[src/wildcard_flow_table_lookup_assert.svh]
// Assertion macros for the wildcard flow table.
// Used by the top level; expects clk_i and rst_ni in scope.
`ifndef WILDCARD_FLOW_TABLE_LOOKUP_ASSERT_SVH
`define WILDCARD_FLOW_TABLE_LOOKUP_ASSERT_SVH

// condition holds in the same cycle
`define WFTL_ASSERT(lbl, prop, msg) \
  lbl: assert property (@(posedge clk_i) disable iff (!rst_ni) prop) else $error(msg);

// consequence holds in the cycle after the trigger
`define WFTL_ASSERT_NEXT(lbl, trig, cons, msg) \
  lbl: assert property (@(posedge clk_i) disable iff (!rst_ni) (trig) |=> (cons)) else $error(msg);

`endif

[src/wftl_pkg.sv]
// Types and codes shared by the wildcard flow table.
// No dependencies.
package wftl_pkg;

  typedef enum logic [1:0] {
    ACT_ADD    = 2'd0,
    ACT_LOOKUP = 2'd1,
    ACT_TICK   = 2'd2
  } action_e;

  typedef enum logic [2:0] {
    ST_ADDED = 3'd0,
    ST_FULL  = 3'd1,
    ST_HIT   = 3'd2,
    ST_MISS  = 3'd3,
    ST_TICK  = 3'd4
  } status_e;

  typedef struct packed {
    logic [15:0] in_port;
    logic [15:0] eth_type;
    logic [47:0] eth_src;
    logic [47:0] eth_dst;
    logic [18:0] vlan_tag;
    logic [7:0]  ip_proto;
    logic [31:0] ip_src;
    logic [31:0] ip_dst;
    logic [31:0] l4_ports;
    logic [10:0] mask;
    logic [15:0] idle;
    logic [15:0] port;
    logic [31:0] expiry;
  } entry_t;

  typedef struct packed {
    logic hit;
    logic expired;
  } match_t;

endpackage

[src/wftl_match.sv]
// Wildcard key compare and idle timeout check for one stored entry.
// Depends on wftl_pkg.
module wftl_match (
  input  wftl_pkg::entry_t entry_i,
  input  wftl_pkg::entry_t key_i,
  input  logic [31:0]      now_i,
  output wftl_pkg::match_t result_o
);
  import wftl_pkg::*;

  logic [10:0] eq;
  logic [31:0] delta;

  always_comb begin
    eq[0]  = entry_i.in_port == key_i.in_port;
    eq[1]  = entry_i.eth_type == key_i.eth_type;
    eq[2]  = entry_i.eth_src == key_i.eth_src;
    eq[3]  = entry_i.eth_dst == key_i.eth_dst;
    eq[4]  = entry_i.vlan_tag[18:3] == key_i.vlan_tag[18:3];
    eq[5]  = entry_i.vlan_tag[2:0] == key_i.vlan_tag[2:0];
    eq[6]  = entry_i.ip_proto == key_i.ip_proto;
    eq[7]  = entry_i.ip_src == key_i.ip_src;
    eq[8]  = entry_i.ip_dst == key_i.ip_dst;
    eq[9]  = entry_i.l4_ports[31:16] == key_i.l4_ports[31:16];
    eq[10] = entry_i.l4_ports[15:0] == key_i.l4_ports[15:0];
    delta  = now_i - entry_i.expiry;
    result_o.hit     = &(eq | entry_i.mask);
    result_o.expired = (entry_i.idle != 16'd0) && (delta != 32'd0) && !delta[31];
  end

endmodule

[config.mk]
export PLATFORM = sky130hd
export DESIGN_NAME = wftl_match
export DESIGN_NICKNAME = d
export VERILOG_FILES = /design/src/wildcard_flow_table_lookup_assert.svh /design/src/wftl_pkg.sv /design/src/wftl_match.sv
export SDC_FILE = /design/constraint.sdc
export NUM_CORES = 1
export LEC_CHECK = 0
export BUFFER_PORTS_ARGS = -buffer_cell sky130_fd_sc_hd__buf_2
export CORE_AREA = 10 10 262 264
export DETAILED_ROUTE_END_ITERATION = 10
export DIE_AREA = 0 0 272 274
export GPL_TIMING_DRIVEN = 0
export PLACE_DENSITY = 0.3
export SLEW_MARGIN = 40
export SYNTH_ARGS = -nofsm -noshare
export SYNTH_HDL_FRONTEND = slang
export SYNTH_SLANG_ARGS = --single-unit
[constraint.sdc]
create_clock -name vclk -period 4
set_input_delay 0.8 -clock vclk [all_inputs]
set_output_delay 0.8 -clock vclk [all_outputs]
set_load 0.01 [all_outputs]
==> results of run 1 <==
synth_stat cells (10+ instances only):
| library cell | number |
|---|---|
| xnor2_1 | 249 |
| nand4_1 | 67 |
| inv_1 | 39 |
| nand2_1 | 33 |
| ha_1 | 31 |
| a21oi_1 | 29 |
| nor4_1 | 27 |
| nor2_1 | 20 |
| o21ai_0 | 16 |
| xor2_1 | 13 |
| nor3_1 | 10 |
cells by family (layout without fill, tap and decap cells):
family	count (synthesis)	in the layout	synth area share, %
and+or+nand+nor	193	193	22.02
adders and majority gates	32	32	8.251
buffers and inverters	50	650	5.037
muxes	5	5	1.316
xor gates and xnor gates	262	262	46.42
AOI/OAI and AO/OA	121	121	16.96
other	0	8	0
metal layers:
metal / up-vias / part of all wire (%) / global-route usage [%]
met2: 294 / 52 / 16.64
met4: 10 / 0.69 / 0.9064
met5: - / 0.16 / 0
met3: 18 / 7.0 / 2.361
met1: 3197 / 40 / 10.67
li1: 3606 / - / -
through the flow:
stage / power (W) / hold slack, ns / utilization, %
finish: 0.001078 / 2.016 / 14.77
floorplan: 0.0005346 / 1.776 / -
CTS: 0.001084 / 2.026 / 14.69
global placement: 0.001019 / 2.014 / 14.14
global route: 0.001187 / 2.083 / 14.75
detailed placement: 0.001019 / 2.020 / 14.15
cell type report:
type	count	area [um^2]
tap	855	1070
buffer	10	98.84
inverter	39	148.9
timing repair buffer	601	3035
multi-input combinational	613	5026
fill	7397	54250
antenna	8	20.02
worst paths after layout:
check	from	to	cells past startpoint
worst min-delay path	entry_i[71]	result_o[1]	4
worst max-delay path	entry_i[18]	result_o[0]	15
cell usage in the layout, fill, tap and decap left out, types with 6 or more instances in the layout:
cell type | synthesis | layout
xor2_1 | 13 | 13
o21ai_0 | 16 | 14
buf_4 | 0 | 7
diode_2 | 0 | 8
nor2_1 | 20 | 20
nor4_1 | 27 | 18
inv_1 | 39 | 37
ha_1 | 31 | 22
buf_2 | 3 | 596
nand2_1 | 33 | 32
nor3_1 | 10 | 8
a21oi_2 | 0 | 8
xnor2_1 | 249 | 248
ha_4 | 0 | 6
o21ai_1 | 7 | 7
nand2b_1 | 7 | 6
a21oi_1 | 29 | 21
nand4_1 | 67 | 67
power by group through the flow:
stage,Sequential [W],Combinational (W),Clock (W)
after floorplan,0,0.000535,0
final,0,0.00108,0.000000000269
after global routing,0,0.00119,0.000000000168
after global placement,0,0.00102,0
after CTS,0,0.00108,0
after detailed placement,0,0.00102,0
repair_timing:
item / in CTS / in global routing
setup buffers: 6 / 0
pin swaps: 25 / 7
endpoints found under the setup margin: 2 / 2
gates resized for setup: 57 / 7
==> impl_metrics.env, run 1 <==
export IMPL_outcome="finished with violations"
export IMPL_violations="negative setup slack"
export IMPL_leakage_nw=4.057
export IMPL_finalSetupViolCount=1
export IMPL_gp_congestion=0.8304
export IMPL_grt_pass1_wl_um=51540
export IMPL_pre_cts_slack_ns=-0.8585
export IMPL_switching_share_pct=46.61
export IMPL_comb_power_share_pct=100.0
export IMPL_design_area_um2=9399
export IMPL_switching_power_w=0.0005023
export IMPL_end_kind="output port"
export IMPL_period_minus_slack_ns=4.470
export IMPL_antenna_found_initial=11
export IMPL_critPathSlowestCell="or4_1"
export IMPL_fin_nets=1981
export IMPL_cp_common_cell="a311oi_2"
export IMPL_ys_types=72
export IMPL_netlist_top_cells_area="xnor2_1, nand4_1, ha_1"
export IMPL_criticalPathCategory="in2out"
export IMPL_ys_seq_area_share_pct=0
export IMPL_crit_family="compound AO/OA/AOI/OAI gates"
export IMPL_instances_no_fill=2126
export IMPL_grt_max_degree=11
export IMPL_fin_ws_ns=-0.4702
export IMPL_p_per_area_nw_per_um2=114.7
export IMPL_synth_warnings=0
export IMPL_final_layout_size_suffix_gt1_share_pct=54.00
export IMPL_die_w_um=272
export IMPL_initial_core_util_pct=7.767
export IMPL_seq_area_um2=0
export IMPL_coreArea_um2=63650
export IMPL_portBuffers=595
export IMPL_syn_to_final_growth_pct=90.13
export IMPL_drt_iter0_drc=271
export IMPL_cpPeakStageDelay_ns=0.52
export IMPL_finalHoldViolations=0
export IMPL_vias_per_cell=3.351
export IMPL_ios=686
export IMPL_grt_pass1_vias=7887
export IMPL_nClkBuffers=0
export IMPL_synth_top_cell_area_share_pct=44.12
export IMPL_dp_hpwl_um=35980
export IMPL_syn_area_um2=4943
export IMPL_seq_cell_count=0
export IMPL_ir_drop_uv=33.84
export IMPL_seqPwrFrac_pct=0
export IMPL_avgSynthCellArea_um2=7.456
export IMPL_finalCritPeriodShare_pct=111.8
export IMPL_wirelength_um=37620
export IMPL_post_dp_cell_area_um2=9005
export IMPL_required_ns=3.20
export IMPL_die_h_um=274
export IMPL_max_cap_viol_count=0
export IMPL_hp_class="in2out"
export IMPL_p_int_w=0.0005754
export IMPL_hold_buffers=0
export IMPL_worst_pin_slew_ns=0.4962
export IMPL_grtUsageTotal_pct=9.045
export IMPL_dieArea_um2=74530
export IMPL_firstDrtPassIters=4
export IMPL_slew_headroom_pct=66.72
export IMPL_placedCellCount=2113
export IMPL_num_rows=93
export IMPL_start_kind="input port"
export IMPL_vias=7125
export IMPL_clkPwrFrac_pct=0
export IMPL_cp_buffers_inverters=4
export IMPL_tns_ns=-0.4702
export IMPL_crit_chain="buf_2 > inv_1 > ha_1 > buf_6 > a21oi_1 > o21ai_2 > or4_1 > or3_4 > a31oi_4 > o21ai_4 > a311oi_2 > o41ai_2 > xnor2_1 > a311oi_2 > buf_4"
export IMPL_drtAntennaViolNets=0
export IMPL_max_freq_mhz=223.7
export IMPL_cp_max_fo=8
export IMPL_synth_largest_area_cell="xnor2_1"
export IMPL_cp_arrival_ns=3.67
export IMPL_post_drt_wl_per_cell_um=17.70
export IMPL_rsz0062_at_grt="true"
export IMPL_route_detailed_drc=0
export IMPL_finalMaxSlewViolations=0
export IMPL_gr_total_overflow=0
export IMPL_synth_nets=1379
export IMPL_syn_inst=663
(Power assumes the default switching activity.)
==> inputs of run 2 (changes only) <==
- GPL_TIMING_DRIVEN: 0 -> not set
- PLACE_DENSITY: 0.3 -> 0.31
==> run 2 against run 1 <==
The run still ends with negative setup slack left. First-iteration DRC count shrank 25%. Die area did not move. Sequential cell count is the same. Global-route usage up 0.97 points. Largest cell class unchanged. Largest power group unchanged.
==> impl_metrics.env, run 2 (synthesis results as in run 1) <==
export IMPL_criticalPathCategory="in2out"
export IMPL_design_area_um2=9942
export IMPL_post_dp_cell_area_um2=9714
export IMPL_finalCritPeriodShare_pct=115.2
export IMPL_ios=686
export IMPL_wirelength_um=41200
export IMPL_startpoint="now_i[0]"
export IMPL_firstDrtPassIters=4
export IMPL_leakage_nw=4.469
export IMPL_antenna_found_initial=46
export IMPL_portBuffers=595
export IMPL_route_detailed_drc=0
export IMPL_dieArea_um2=74530
export IMPL_vias=7608
export IMPL_crit_chain="buf_6 > inv_4 > ha_4 > fa_2 > nor2b_2 > o31a_1 > or2_4 > buf_6 > xor2_1 > nor4_1 > nand4b_1 > nor4_4 > nand4_1 > nor4_4 > buf_4 > a311oi_2 > buf_4"
export IMPL_hold_buffers=0
export IMPL_cpPeakStageDelay_ns=0.34
export IMPL_crit_cells=17
export IMPL_grt_pass1_vias=8516
export IMPL_start_kind="input port"
export IMPL_fillCellCount=7424
export IMPL_critPathSlowestCell="o31a_1"
export IMPL_fin_nets=2074
export IMPL_seq_cell_count=0
export IMPL_die_h_um=274
export IMPL_violations="negative setup slack"
export IMPL_endpoint="result_o[0]"
export IMPL_final_cell_mix="buf_2, xnor2_1, buf_4"
export IMPL_drtAntennaViolNets=0
export IMPL_finalPower_w=0.001175
export IMPL_grt_pass1_wl_um=55550
export IMPL_final_layout_size_suffix_gt1_share_pct=55.53
export IMPL_end_kind="output port"
export IMPL_max_cap_viol_count=0
export IMPL_hp_class="in2out"
export IMPL_seq_area_um2=0
export IMPL_post_drt_wl_per_cell_um=18.55
export IMPL_grt_max_degree=11
export IMPL_gp_congestion=0.8898
export IMPL_outcome="finished with violations"
export IMPL_dp_hpwl_um=39570
export IMPL_rsz0062_at_grt="true"
export IMPL_period_minus_slack_ns=4.606
export IMPL_drt_iter0_drc=203
export IMPL_instances_no_fill=2221
export IMPL_finalHoldViolations=0
export IMPL_max_freq_mhz=217.1
export IMPL_finish_utilization_pct=15.62
export IMPL_gr_total_overflow=0
export IMPL_vias_per_cell=3.425
export IMPL_crit_family="simple AND/OR/NAND/NOR gates"
export IMPL_initial_core_util_pct=7.767
export IMPL_placedCellCount=2211
export IMPL_ir_drop_uv=34.39
export IMPL_required_ns=3.20
export IMPL_finalMaxSlewViolations=0
export IMPL_p_per_area_nw_per_um2=118.2
export IMPL_multi_input_area_um2=4890
export IMPL_coreArea_um2=63650
export IMPL_finalSetupViolCount=1
export IMPL_cp_buffers_inverters=5
export IMPL_cp_max_fo=4
export IMPL_final_common_cell="buf_2"
export IMPL_grtUsageTotal_pct=10.02
export IMPL_syn_to_final_growth_pct=101.1
export IMPL_die_w_um=272
export IMPL_fin_ws_ns=-0.6061
export IMPL_num_rows=93
export IMPL_slew_headroom_pct=64.65
export IMPL_nClkBuffers=0
export IMPL_worst_pin_slew_ns=0.5248
export IMPL_cp_arrival_ns=3.81
export IMPL_tns_ns=-0.6061
==> run 2: worst min-delay path by stage <==
stage | startpoint | endpoint | slack [ns] | cells after the start
floorplan | entry_i[72] | result_o[1] | 1.78 | 2
global placement | entry_i[72] | result_o[1] | 2.14 | 5
detailed placement | entry_i[72] | result_o[1] | 2.18 | 5
CTS | entry_i[72] | result_o[1] | 2.18 | 5
global route | entry_i[72] | result_o[1] | 2.23 | 5
finish | entry_i[72] | result_o[1] | 2.20 | 5
==> run 2: stage by stage <==
stage	hold slack, ns	setup WS, ns
floorplan	1.776	-0.1166
global placement	2.142	-0.8040
detailed placement	2.180	-0.8641
CTS	2.179	-0.6317
global route	2.230	-0.8449
finish	2.202	-0.6061
==> run 2: where the power goes <==
| group | internal (W) | leakage (nW) | switching (W) |
|---|---|---|---|
| logic | 0.000646 | 4.47 | 0.000529 |
| clock network | 0.000000000338 | 0.0000634 | 0 |
| registers | 0 | 0 | 0 |
| total | 0.000646 | 4.47 | 0.000529 |
==> run 2: metal layers <==
layer / track usage, % / wire [um] / vias to the layer above
li1: - / - / 3793
met1: 9.373 / 13690 / 3275
met2: 20.45 / 22060 / 432
met3: 3.938 / 4301 / 82
met4: 1.199 / 979 / 26
met5: 0 / 161 / -
==> run 2: layout make-up <==
class	instances	share of cell area, %
multi-input combinational	613	49.18
tap	855	10.76
antenna	10	0.2517
inverter	39	1.498
timing repair buffer	704	38.31
==> run 2: worst min-delay path, cell delays in order <==
cell     delay (ns)
buf_2          0.10
a21oi_1        0.17
nor4_2         0.07
buf_4          0.13
buf_2          0.14
==> run 2: timing repair <==
action	4_1_cts	5_1_grt
setup endpoints to repair	2	2
resized for setup	12	28
pin swaps	3	14
setup buffers	0	2
